[config.mk]
export PLATFORM = sky130hd
export DESIGN_NAME = sort_and_prune_probabilities_flat
export DESIGN_NICKNAME = d
export VERILOG_FILES = /design/src/rtl/spp_pkg.sv /design/src/rtl/spp_if.sv /design/src/rtl/sort_and_prune_probabilities.sv /design/src/rtl/spp_store.sv /design/src/flat_wrapper.sv
export SDC_FILE = /design/constraint.sdc
export NUM_CORES = 1
export LEC_CHECK = 0
export ABC_AREA = 1
export BUFFER_PORTS_ARGS = -buffer_cell sky130_fd_sc_hd__buf_2
export CAP_MARGIN = 15
export CORE_UTILIZATION = 40
export CTS_BUF_LIST = sky130_fd_sc_hd__clkbuf_16
export DETAILED_ROUTE_END_ITERATION = 12
export GPL_ROUTABILITY_DRIVEN = 0
export REMOVE_ABC_BUFFERS = 1
export SLEW_MARGIN = 20
export SYNTH_ARGS = -nofsm -noshare
export SYNTH_HDL_FRONTEND = slang
export SYNTH_HIERARCHICAL = 1
export SYNTH_SLANG_ARGS = --single-unit
[constraint.sdc]
create_clock -name clk -period 3.46 [get_ports clk]
set_input_delay 0.346 -clock clk [delete_from_list [all_inputs] [get_ports clk]]
set_output_delay 0.346 -clock clk [all_outputs]
set_load 0.02 [all_outputs]
[src/rtl/spp_pkg.sv]
// ----------------------------------------------------------------------------
// spp_pkg: shared types and constants for the probability sort and prune block
// Field widths, the default frame capacity and the stored entry layout.
// ----------------------------------------------------------------------------
package spp_pkg;

  // Probability width: unsigned fixed point, 32768 stands for 1.0.
  localparam int PROB_W = 16;

  // Symbol number width: one-based arrival position.
  localparam int SYM_W = 7;

  // Default frame capacity.
  localparam int MAX_SYMBOLS_DEF = 32;

  // One stored entry: probability and its symbol number.
  typedef struct packed {
    logic [PROB_W-1:0] value;
    logic [SYM_W-1:0]  symbol;
  } entry_t;

endpackage

[src/rtl/spp_if.sv]
// ----------------------------------------------------------------------------
// spp channel interfaces
// Valid/ready channels for input beats, result beats and threshold writes.
// ----------------------------------------------------------------------------

// Input channel: one probability per beat.
interface spp_in_if;
  logic                      valid;
  logic                      ready;
  logic [spp_pkg::PROB_W-1:0] prob;
  logic                      frame_end;

  modport source (output valid, output prob, output frame_end, input ready);
  modport sink   (input valid, input prob, input frame_end, output ready);
endinterface

// Result channel: one kept probability per beat.
interface spp_out_if;
  logic                      valid;
  logic                      ready;
  logic [spp_pkg::PROB_W-1:0] out_prob;
  logic [spp_pkg::SYM_W-1:0]  out_symbol;
  logic                      run_end;
  logic                      empty_res;

  modport source (output valid, output out_prob, output out_symbol,
                  output run_end, output empty_res, input ready);
  modport sink   (input valid, input out_prob, input out_symbol,
                  input run_end, input empty_res, output ready);
endinterface

// Configuration channel: prune threshold write data.
interface spp_cfg_if;
  logic                      valid;
  logic                      ready;
  logic [spp_pkg::PROB_W-1:0] data;

  modport source (output valid, output data, input ready);
  modport sink   (input valid, input data, output ready);
endinterface

[src/rtl/sort_and_prune_probabilities.sv]
// The block takes input beats only between frames, while the sequencer is idle.
// After the frame end beat, the sort runs for n >= 2 held entries, with one
// compare per cycle through the single memory read port; one entry skips it.
// Reset (rst_n low, synchronous) clears the sequencer, the fill count, the
// result valid and the prune threshold; memory contents are not cleared.
// ----------------------------------------------------------------------------
// sort_and_prune_probabilities: descending exchange sort with threshold prune
// Collects a frame of probabilities, sorts it with the exchange order and
// emits every entry at or above the prune threshold, or an empty marker.
// ----------------------------------------------------------------------------
module sort_and_prune_probabilities #(
  parameter int MAX_SYMBOLS = spp_pkg::MAX_SYMBOLS_DEF
) (
  input  logic      clk,
  input  logic      rst_n,
  spp_in_if.sink    in_ch,
  spp_out_if.source out_ch,
  spp_cfg_if.sink   cfg_ch
);

  localparam int AW = $clog2(MAX_SYMBOLS);
  localparam int CW = $clog2(MAX_SYMBOLS + 1);

  typedef enum logic [2:0] {
    S_IDLE,
    S_START,
    S_PRIME,
    S_SCAN,
    S_TAIL,
    S_EREAD,
    S_ECHK,
    S_EFIN
  } state_t;

  state_t                      state_r;
  logic [CW-1:0]               fill_r;
  logic [AW-1:0]               last_r;
  logic [AW-1:0]               i_r;
  logic [AW-1:0]               j_r;
  logic [AW-1:0]               k_r;
  spp_pkg::entry_t             cur_r;
  spp_pkg::entry_t             pend_r;
  logic                        pend_vld_r;
  logic [spp_pkg::PROB_W-1:0]  thr_r;

  logic                        out_valid_r;
  logic [spp_pkg::PROB_W-1:0]  out_prob_r;
  logic [spp_pkg::SYM_W-1:0]   out_symbol_r;
  logic                        out_end_r;
  logic                        out_empty_r;

  logic                        wr_en;
  logic [AW-1:0]               wr_addr;
  spp_pkg::entry_t             wr_data;
  logic [AW-1:0]               rd_addr;
  spp_pkg::entry_t             rd_data;

  logic                        in_fire;
  logic                        has_room;
  logic [CW-1:0]               fill_new;
  logic                        swap;
  logic                        pass;
  logic                        out_free;
  logic                        out_load;

  // Frame entry memory.
  spp_store #(
    .MAX_SYMBOLS(MAX_SYMBOLS)
  ) u_store (
    .clk    (clk),
    .wr_en  (wr_en),
    .wr_addr(wr_addr),
    .wr_data(wr_data),
    .rd_addr(rd_addr),
    .rd_data(rd_data)
  );

  // Handshake and shared compare unit.
  assign in_ch.ready  = (state_r == S_IDLE);
  assign in_fire      = in_ch.valid && in_ch.ready;
  assign has_room     = (fill_r < CW'(MAX_SYMBOLS));
  assign fill_new     = has_room ? (fill_r + CW'(1)) : fill_r;
  assign swap         = (cur_r.value < rd_data.value);
  assign pass         = (rd_data.value >= thr_r);
  assign out_free     = !out_valid_r || out_ch.ready;
  assign cfg_ch.ready = 1'b1;

  // The result register takes a new beat when a kept entry is handed on or
  // the frame closes, and only while it is free.
  assign out_load = out_free && (((state_r == S_ECHK) && pass && pend_vld_r) ||
                                 (state_r == S_EFIN));

  // Memory port control per sequencer step.
  always_comb begin
    wr_en   = 1'b0;
    wr_addr = i_r;
    wr_data = cur_r;
    rd_addr = k_r;
    unique case (state_r)
      S_IDLE: begin
        wr_en          = in_fire && has_room;
        wr_addr        = fill_r[AW-1:0];
        wr_data.value  = in_ch.prob;
        wr_data.symbol = spp_pkg::SYM_W'(fill_r) + spp_pkg::SYM_W'(1);
      end
      S_START: begin
        rd_addr = '0;
      end
      S_PRIME: begin
        rd_addr = i_r + AW'(1);
      end
      S_SCAN: begin
        wr_en   = swap;
        wr_addr = j_r;
        rd_addr = j_r + AW'(1);
      end
      S_TAIL: begin
        wr_en   = 1'b1;
        rd_addr = i_r + AW'(1);
      end
      S_EREAD, S_ECHK, S_EFIN: begin
        rd_addr = k_r;
      end
      default: begin
        rd_addr = k_r;
      end
    endcase
  end

  // Sequencer, sort registers, threshold and result register.
  always_ff @(posedge clk) begin
    if (!rst_n) begin
      state_r     <= S_IDLE;
      fill_r      <= '0;
      pend_vld_r  <= 1'b0;
      out_valid_r <= 1'b0;
      thr_r       <= '0;
    end else begin
      if (cfg_ch.valid) begin
        thr_r <= cfg_ch.data;
      end
      if (out_load) begin
        out_valid_r <= 1'b1;
      end else if (out_ch.ready) begin
        out_valid_r <= 1'b0;
      end

      unique case (state_r)
        // Load beats until the frame end.
        S_IDLE: begin
          if (in_fire) begin
            fill_r <= fill_new;
            if (in_ch.frame_end) begin
              last_r     <= AW'(fill_new - CW'(1));
              i_r        <= '0;
              k_r        <= '0;
              pend_vld_r <= 1'b0;
              state_r    <= (fill_new > CW'(1)) ? S_START : S_EREAD;
            end
          end
        end
        // Fetch entry 0 to begin the first pass.
        S_START: begin
          state_r <= S_PRIME;
        end
        // Latch entry i as the running maximum and fetch entry i + 1.
        S_PRIME: begin
          cur_r   <= rd_data;
          j_r     <= i_r + AW'(1);
          state_r <= S_SCAN;
        end
        // Compare entry j against the running maximum, exchanging when the maximum is smaller.
        S_SCAN: begin
          if (swap) begin
            cur_r <= rd_data;
          end
          if (j_r == last_r) begin
            state_r <= S_TAIL;
          end else begin
            j_r <= j_r + AW'(1);
          end
        end
        // Store the maximum at position i and move on to the next pass.
        S_TAIL: begin
          i_r <= i_r + AW'(1);
          if ((i_r + AW'(1)) == last_r) begin
            state_r <= S_EREAD;
          end else begin
            state_r <= S_PRIME;
          end
        end
        // Fetch sorted entry k.
        S_EREAD: begin
          state_r <= S_ECHK;
        end
        // Keep passing entries; the previous kept one goes out as a beat.
        S_ECHK: begin
          if (!pass || !pend_vld_r || out_free) begin
            if (pass) begin
              if (pend_vld_r) begin
                out_prob_r   <= pend_r.value;
                out_symbol_r <= pend_r.symbol;
                out_end_r    <= 1'b0;
                out_empty_r  <= 1'b0;
              end
              pend_r     <= rd_data;
              pend_vld_r <= 1'b1;
            end
            if (k_r == last_r) begin
              state_r <= S_EFIN;
            end else begin
              k_r     <= k_r + AW'(1);
              state_r <= S_EREAD;
            end
          end
        end
        // Final beat of the frame, or the empty marker.
        S_EFIN: begin
          if (out_free) begin
            out_end_r    <= 1'b1;
            if (pend_vld_r) begin
              out_prob_r   <= pend_r.value;
              out_symbol_r <= pend_r.symbol;
              out_empty_r  <= 1'b0;
            end else begin
              out_prob_r   <= '0;
              out_symbol_r <= '0;
              out_empty_r  <= 1'b1;
            end
            fill_r  <= '0;
            state_r <= S_IDLE;
          end
        end
        default: begin
          state_r <= S_IDLE;
        end
      endcase
    end
  end

  // Result channel outputs.
  assign out_ch.valid      = out_valid_r;
  assign out_ch.out_prob   = out_prob_r;
  assign out_ch.out_symbol = out_symbol_r;
  assign out_ch.run_end    = out_end_r;
  assign out_ch.empty_res  = out_empty_r;

endmodule

[src/rtl/spp_store.sv]
// ----------------------------------------------------------------------------
// spp_store: frame entry memory
// One write port and one read port with registered read data.
// ----------------------------------------------------------------------------
module spp_store #(
  parameter int MAX_SYMBOLS = spp_pkg::MAX_SYMBOLS_DEF,
  localparam int AW = $clog2(MAX_SYMBOLS)
) (
  input  logic            clk,
  input  logic            wr_en,
  input  logic [AW-1:0]   wr_addr,
  input  spp_pkg::entry_t wr_data,
  input  logic [AW-1:0]   rd_addr,
  output spp_pkg::entry_t rd_data
);

  spp_pkg::entry_t mem [MAX_SYMBOLS];
  spp_pkg::entry_t rd_data_r;

  // Write port and registered read port; a read returns the stored entry.
  always_ff @(posedge clk) begin
    if (wr_en) begin
      mem[wr_addr] <= wr_data;
    end
    rd_data_r <= mem[rd_addr];
  end

  assign rd_data = rd_data_r;

endmodule
[src/flat_wrapper.sv]
// flat-port wrapper written by rule: the top's interface ports become plain ports
module sort_and_prune_probabilities_flat 
#(
  parameter int MAX_SYMBOLS = spp_pkg::MAX_SYMBOLS_DEF
)
  (clk, rst_n, in_ch_valid, in_ch_prob, in_ch_frame_end, in_ch_ready, out_ch_valid, out_ch_out_prob, out_ch_out_symbol, out_ch_run_end, out_ch_empty_res, out_ch_ready, cfg_ch_valid, cfg_ch_data, cfg_ch_ready);
  spp_in_if in_ch_i ();
  spp_out_if out_ch_i ();
  spp_cfg_if cfg_ch_i ();
  input  logic clk;
  input  logic rst_n;
  input wire logic [$bits(in_ch_i.valid)-1:0] in_ch_valid;
  input wire logic [$bits(in_ch_i.prob)-1:0] in_ch_prob;
  input wire logic [$bits(in_ch_i.frame_end)-1:0] in_ch_frame_end;
  output wire logic [$bits(in_ch_i.ready)-1:0] in_ch_ready;
  output wire logic [$bits(out_ch_i.valid)-1:0] out_ch_valid;
  output wire logic [$bits(out_ch_i.out_prob)-1:0] out_ch_out_prob;
  output wire logic [$bits(out_ch_i.out_symbol)-1:0] out_ch_out_symbol;
  output wire logic [$bits(out_ch_i.run_end)-1:0] out_ch_run_end;
  output wire logic [$bits(out_ch_i.empty_res)-1:0] out_ch_empty_res;
  input wire logic [$bits(out_ch_i.ready)-1:0] out_ch_ready;
  input wire logic [$bits(cfg_ch_i.valid)-1:0] cfg_ch_valid;
  input wire logic [$bits(cfg_ch_i.data)-1:0] cfg_ch_data;
  output wire logic [$bits(cfg_ch_i.ready)-1:0] cfg_ch_ready;
  assign in_ch_i.valid = in_ch_valid;
  assign in_ch_i.prob = in_ch_prob;
  assign in_ch_i.frame_end = in_ch_frame_end;
  assign in_ch_ready = in_ch_i.ready;
  assign out_ch_valid = out_ch_i.valid;
  assign out_ch_out_prob = out_ch_i.out_prob;
  assign out_ch_out_symbol = out_ch_i.out_symbol;
  assign out_ch_run_end = out_ch_i.run_end;
  assign out_ch_empty_res = out_ch_i.empty_res;
  assign out_ch_i.ready = out_ch_ready;
  assign cfg_ch_i.valid = cfg_ch_valid;
  assign cfg_ch_i.data = cfg_ch_data;
  assign cfg_ch_ready = cfg_ch_i.ready;
  sort_and_prune_probabilities #(.MAX_SYMBOLS(MAX_SYMBOLS)) u_core (.clk(clk), .rst_n(rst_n), .in_ch(in_ch_i), .out_ch(out_ch_i), .cfg_ch(cfg_ch_i));
endmodule
==> summary.md, run 1 <==
| Metric | Value |
|---|---|
| Status | `completed` |
| Hold worst-path end | `u_core/thr_r[10]` |
| Critical Path Max Stage Delay | `around 470 ps` |
| Fin nets | `3465` |
| Period utilization | `0.943` |
| P&R area growth vs syn | `15.8%` |
| Post-synth top area cell | `edfxtp_1` |
| Cell family with most CP delay | `simple AND/OR/NAND/NOR gates` |
| Vias in the first global route | `around 23000` |
| Synth cell types | `38` |
| Fillers | `between 8000 and 9000` |
| RSZ-0062 raised after global routing | `false` |
| Initial antenna violation count | `3` |
| Buf/Inv on CP | `5` |
| Final hold violation count | `0` |
| Syn Std Cell Area | `0.0365 mm²` |
| DR pass1 iterations | `6` |
| Design Area, Final | `around 0.042 mm²` |
| Initial Util | `0.405` |
| Clk slew on worst S/H paths | `60 ps` |
| DRC | `0` |
| PD cells | `about 1100 mW/mm²` |
| Yosys warns | `6` |
| Longest Clk Path Bufs | `3` |
| HP Start | `cfg_ch_data[10]` |
| Worst Path Max Fanout | `21` |
| GRT Util Overall | `0.220` |
| Core area | `approximately 0.09 mm²` |
| Placed Instances | `between 4000 and 5000` |
| Share of the synthesized area in the top cell type | `0.681` |
| Ys flop type | `edfxtp_1` |
| R2R Path End | `u_core/u_store/mem[23][17]` |
| Antenna-violating nets left | `0` |
| Clock Sinks | `877` |
| WL/cell | `around 22 µm` |
| Avg Cell Area, Syn | `between 10 and 15 µm²` |
| Die width | `between 300 and 400 µm` |
| Final non-filler cell total | `4639` |
| GRT overflow | `0` |
| Layout cells sized above 1 | `0.118` |
| # setup viols final | `0` |
| Worst setup SP type | `register` |
| Hold depth | `3` |
| Max-Cap Viols | `0` |
| Worst Reg-to-Reg Cells | `12` |
| Worst Path Required | `3810 ps` |
| Post-synth EDFFs | `827` |
| LEAKAGE | `16.0 nW` |
| Synth Register Bits | `~880` |
| CTS tree | `built` |
| Critical path data arrival time | `between 3000 and 4000 ps` |
| Register area share after synthesis | `0.708` |
| DIE AREA | `0.0924 mm²` |
| Setup Crit Path Kind | `reg2reg` |
| R2R Setup Slk | `slightly below 200 ps` |
| DP Area | `0.0393 mm²` |
| Starting DRT DRC Count | `about 2800` |
| Boundary Pins | `66` |
| Htree depth | `3` |
| Synth area leaders | `edfxtp_1, nand2_1, nand3_1` |
| Input/output buffers | `64` |
| Slew margin rel. | `0.340` |
| Net Switching | `0.0202 W` |
| Peak VDD IR | `approximately 0.8 mV` |
| Hold Path Class | `in2reg` |
| Worst Setup End Kind | `register` |
| Root buf cell | `clkbuf_16` |
| Post-CTS Setup Bufs | `0` |
| Worst path cell trace | `nor2_2 > inv_2 > nor2_4 > inv_4 > nand2_1 > inv_1 > nand2_1 > o221ai_1 > inv_1 > nand3_1 > nor2_4 > buf_12` |
| Comb power frac | `0.472` |
| DRT Wirelength | `101 mm` |
| Clock Power Share | `0.204` |
| Seq pwr share | `0.324` |
| Vias per cell | `between 5 and 6` |
| Clk_lat worst skew | `between 600 and 700 ps` |
| Fin. max-slew vios | `0` |
| Via count | `between 20000 and 25000` |
| Post-synthesis cell count | `3235` |
| Die H | `just over 300 µm` |
| Switching Fraction | `0.442` |
| First-pass GRT wire length | `~150 mm` |
| CP max stage cell | `nand3_1` |
| Hold WS | `roughly 36 ps` |
| Row count | `110` |
| Largest net degree at the start of global routing | `~110` |
| R2R Path Start | `u_core/state_r[1]` |
| CTS buffer count | `90` |
| Internal power | `around 0.025 W` |
| Fmax achieved | `just over 300 MHz` |
| Detail Placement HPWL | `roughly 64 mm` |
| Crit path time final | `between 3000 and 4000 ps` |
| Fraction of registers with async set or reset after synthesis | `0` |
| Worst slew pin tran | `slightly below 1000 ps` |
| Post-synth top cells | `nand2_1, edfxtp_1, nand3_1, inv_1, nor2_1` |
| Setup TNS | `0 ps` |
| Count leader, synth | `nand2_1` |
| Clk_skew | `between 30 and 40 ps` |
==> per-layer routing <==
| layer | vias up | global-route usage | routed length, µm |
|---|---|---|---|
| li1 | 11500 | - | - |
| met1 | 11900 | 0.302 | 43100 |
| met2 | 897 | 0.345 | 46800 |
| met3 | 146 | 0.0526 | 8970 |
| met4 | 0 | 0.0647 | 2630 |
| met5 | - | 0 | 0 |
==> worst register-to-register path: stages (launching register included) <==
cell	delay (ps)
dfxtp_1	340
nor2_2	180
inv_2	80
nor2_4	210
inv_4	150
nand2_1	150
inv_1	80
nand2_1	70
o221ai_1	350
inv_1	240
nand3_1	470
nor2_4	430
buf_12	210
==> power groups by stage <==
| stage | Sequential, W | Combinational [W] | Clock (W) |
|---|---|---|---|
| after floorplan | 0.0148 | 0.00773 | 0 |
| after global routing | 0.0148 | 0.0234 | 0.00982 |
| final | 0.0148 | 0.0215 | 0.00930 |
| after CTS | 0.0147 | 0.0214 | 0.00944 |
| after detailed placement | 0.0150 | 0.0213 | 0 |
| after global placement | 0.0150 | 0.0211 | 0 |
==> area by class of cell <==
type / count / area (µm²) / area share
Antenna cell: 1 / 2.50 / 0.0000592
Clock buffer: 92 / 2300 / 0.0545
Clock inverter: 73 / 503 / 0.0119
Inverter: 122 / 484 / 0.0115
Multi-Input combinational cell: 2065 / 9500 / 0.225
Sequential cell: 877 / 25800 / 0.611
Tap cell: 1176 / 1470 / 0.0348
Timing Repair Buffer: 233 / 2160 / 0.0510
==> placed cells by master, fill, tap and decap left out, drive strengths merged, types with 11 or more instances in the layout <==
master       instances
nand4               11
a21oi               47
dlygate4sd3         12
nand2             1193
o21ai               37
ha                  38
nor2               103
edfxtp             827
clkinv              42
inv                144
dfxtp               50
nand3              594
clkbuf              92
buf                221
==> through the flow <==
stage	power (W)	util	setup slack [ps]
after floorplan	0.0226	-	-9100
after global placement	0.0361	0.436	170
after detailed placement	0.0362	0.436	209
after CTS	0.0455	0.469	163
after global routing	0.0481	0.469	85.9
final	0.0456	0.469	196
==> timing repair <==
item / 4_1_cts / 5_1_grt
endpoints found under the hold margin: 11 / 0
setup endpoints to repair: 0 / 4
hold buffers: 12 / 0
resized for setup: 0 / 1
==> registers in the layout, summed over array words and instances, names as in the netlist, 6 cells and up <==
register	flops
u_core/u_store/mem	736
u_core/u_store/rd_data	23
u_core/cur_r	23
u_core/pend_r	23
u_core/out_ch.out_symbol	7
u_core/fill_r	6
u_core/out_ch.out_prob	16
u_core/thr_r	16
==> cells by family (layout without fill, tap and decap cells) <==
logic type / count (synthesis) / count (layout) / synth area share
AO/OA/AOI/OAI: 99 / 99 / 0.0147
adder cells (fa/ha/maj): 38 / 38 / 0.0130
XOR/XNOR: 16 / 16 / 0.00384
AND/OR/NAND/NOR: 1911 / 1911 / 0.219
buffers and inverters: 293 / 520 / 0.0409
other: 1 / 2 / 0.000103
flip-flops: 877 / 877 / 0.708
==> worst max path at each step <==
stage / startpoint / to / slack (ps) / cells past startpoint
floorplan: u_core/state_r[0] / u_core/u_store/rd_data[0] / -9100 / 16
global placement: u_core/state_r[1] / u_core/u_store/rd_data[17] / 170 / 18
detailed placement: u_core/state_r[2] / u_core/u_store/rd_data[12] / 210 / 17
CTS: u_core/state_r[2] / u_core/u_store/rd_data[12] / 160 / 17
global route: u_core/state_r[0] / u_core/u_store/rd_data[3] / 90 / 18
finish: u_core/state_r[1] / u_core/u_store/mem[23][17] / 200 / 12
No activity file was read; power rests on OpenSTA's default activity.
==> run 2: changes to the inputs <==
RECOVER_POWER = 25   (was not set)
==> summary.md, run 2 (same netlist as run 1, synthesis figures left out) <==
| Metric | Value |
|---|---|
| Comb power frac | `0.471` |
| Fin. max-slew vios | `roughly 180` |
| Period utilization | `0.939` |
| Most common cell after layout, fill and taps aside | `nand2_1` |
| Worst path cell trace | `nor2_2 > inv_2 > nor2_4 > inv_4 > o21ai_1 > buf_4` |
| CTS tree | `built` |
| Commonest non-fill, non-tap cells in the layout | `nand2_1, edfxtp_1, nand3_1` |
| RSZ-0062 raised after global routing | `false` |
| Clock Sinks | `877` |
| Root buf cell | `clkbuf_16` |
| CTS buffer count | `90` |
| Largest register FFs | `roughly 740` |
| Placed Instances | `roughly 4500` |
| DR pass1 iterations | `5` |
| Clk_skew | `between 20 and 30 ps` |
| CP max stage cell | `o21ai_1` |
| Clock Power Share | `0.204` |
| Fmax achieved | `308 MHz` |
| Clk_lat worst skew | `between 600 and 700 ps` |
| # setup viols final | `0` |
| Final hold violation count | `0` |
| Vias in the first global route | `23300` |
| Final total power | `0.0455 W` |
| Input/output buffers | `64` |
| Die width | `304 µm` |
| Largest reg by FF count | `u_core/u_store/mem` |
| Detail Placement HPWL | `64.3 mm` |
| Boundary Pins | `66` |
| Core area | `0.0901 mm²` |
| Vias per cell | `roughly 5.3` |
| Setup Crit Path Kind | `reg2reg` |
| First-pass GRT wire length | `~150 mm` |
| Buf/Inv on CP | `3` |
| Worst Path Required | `slightly below 4000 ps` |
| Die H | `between 300 and 400 µm` |
| Initial antenna violation count | `3` |
| Worst setup SP type | `register` |
| Dpl ws | `209 ps` |
| Hold Path Class | `in2reg` |
| Largest net degree at the start of global routing | `~110` |
| Initial Util | `0.405` |
| Max-Cap Viols | `6` |
| PD cells | `~1100 mW/mm²` |
| Crit path time final | `3250 ps` |
| Seq pwr share | `0.325` |
| Final worst setup slack | `211 ps` |
| Worst Setup End Kind | `register` |
| Net Switching | `between 0.02 and 0.025 W` |
| Row count | `110` |
| Failing checks | `capacitance limit, slew limit` |
| Fin nets | `between 3000 and 4000` |
| Status | `complete, but fails checks` |
| Final non-filler cell total | `about 4600` |
| Cell family with most CP delay | `compound AO/OA/AOI/OAI gates` |
| Worst Path Max Fanout | `21` |
| Clk slew on worst S/H paths | `~60 ps` |
| WL/cell | `around 22 µm` |
| Longest Clk Path Bufs | `3` |
| GRT Util Overall | `0.220` |
| Antenna-violating nets left | `0` |
| Slew margin rel. | `-0.392` |
| Peak VDD IR | `0.780 mV` |
| GRT overflow | `0` |
| DIE AREA | `between 0.09 and 0.1 mm²` |
| Internal power | `between 0.02 and 0.03 W` |
| Switching Fraction | `0.443` |
| LEAKAGE | `~16 nW` |
| P&R area growth vs syn | `15.5%` |
| Htree depth | `3` |
| Starting DRT DRC Count | `2759` |
| Critical Path Max Stage Delay | `1570 ps` |
| DRC | `0` |
| DRT Wirelength | `just over 100 mm` |
| Critical path data arrival time | `around 3700 ps` |
| Setup TNS | `0 ps` |
| Via count | `~24000` |
| Hold WS | `40.8 ps` |
| Worst slew pin tran | `around 2100 ps` |
| Layout cells sized above 1 | `0.104` |
run 2: cell types whose count changed in the layout (fill, tap and decap cells not counted), sizes merged:
cell / change
clkbuf: +43
buf: -43
run 2: per-layer routing:
layer / track usage / wire [µm] / vias to the layer above
met4: 0.0647 / 2540 / 0
li1: - / - / 11500
met5: 0 / 0 / -
met3: 0.0526 / 9230 / 142
met2: 0.345 / 46900 / 986
met1: 0.302 / 42600 / 11800
run 2: worst register-to-register path: stages, from the launching register on:
cell	delay, ps
dfxtp_1	350
nor2_2	180
inv_2	90
nor2_4	210
inv_4	140
o21ai_1	1580
buf_4	510
run 2: what timing repair did:
action	4_1_cts	5_1_grt
setup endpoints to repair	0	4
hold endpoints to repair	11	0
gates resized for setup	0	1
hold buffers	12	0
setup buffers	0	0
run 2: per-stage QoR:
step / util / instance area, µm²
floorplan: - / 35500
global placement: 0.436 / 39300
detailed placement: 0.436 / 39300
CTS: 0.469 / 42200
global route: 0.467 / 42100
finish: 0.467 / 42100
run 2: worst paths after layout:
check | depth (start not counted) | slack (ps) | endpoint | from
worst max register to register | 6 | 210 | u_core/u_store/mem[30][3] | u_core/state_r[1]
worst max-delay path | 6 | 210 | u_core/u_store/mem[30][3] | u_core/state_r[1]
worst min-delay path | 3 | 40 | u_core/thr_r[10] | cfg_ch_data[10]
worst min register to register | 0 | 430 | u_core/pend_r[0] | u_core/u_store/rd_data[0]
run 2: power by group through the flow:
stage               Clock (W)  Sequential, W  Combinational [W]
global placement            0         0.0150             0.0211
detailed placement          0         0.0150             0.0213
floorplan                   0         0.0148            0.00773
global route          0.00982         0.0149             0.0233
finish                0.00930         0.0148             0.0214
CTS                   0.00944         0.0147             0.0214
run 2: layout make-up:
| cell class | instances | area [µm²] |
|---|---|---|
| antenna | 1 | 2.50 |
| clock buffer | 92 | 2300 |
| clock inverter | 73 | 503 |
| fill | 8060 | 48000 |
| inverter | 122 | 484 |
| multi-input combinational | 2065 | 9460 |
| sequential | 877 | 25800 |
| tap | 1176 | 1470 |
| timing repair buffer | 233 | 2070 |
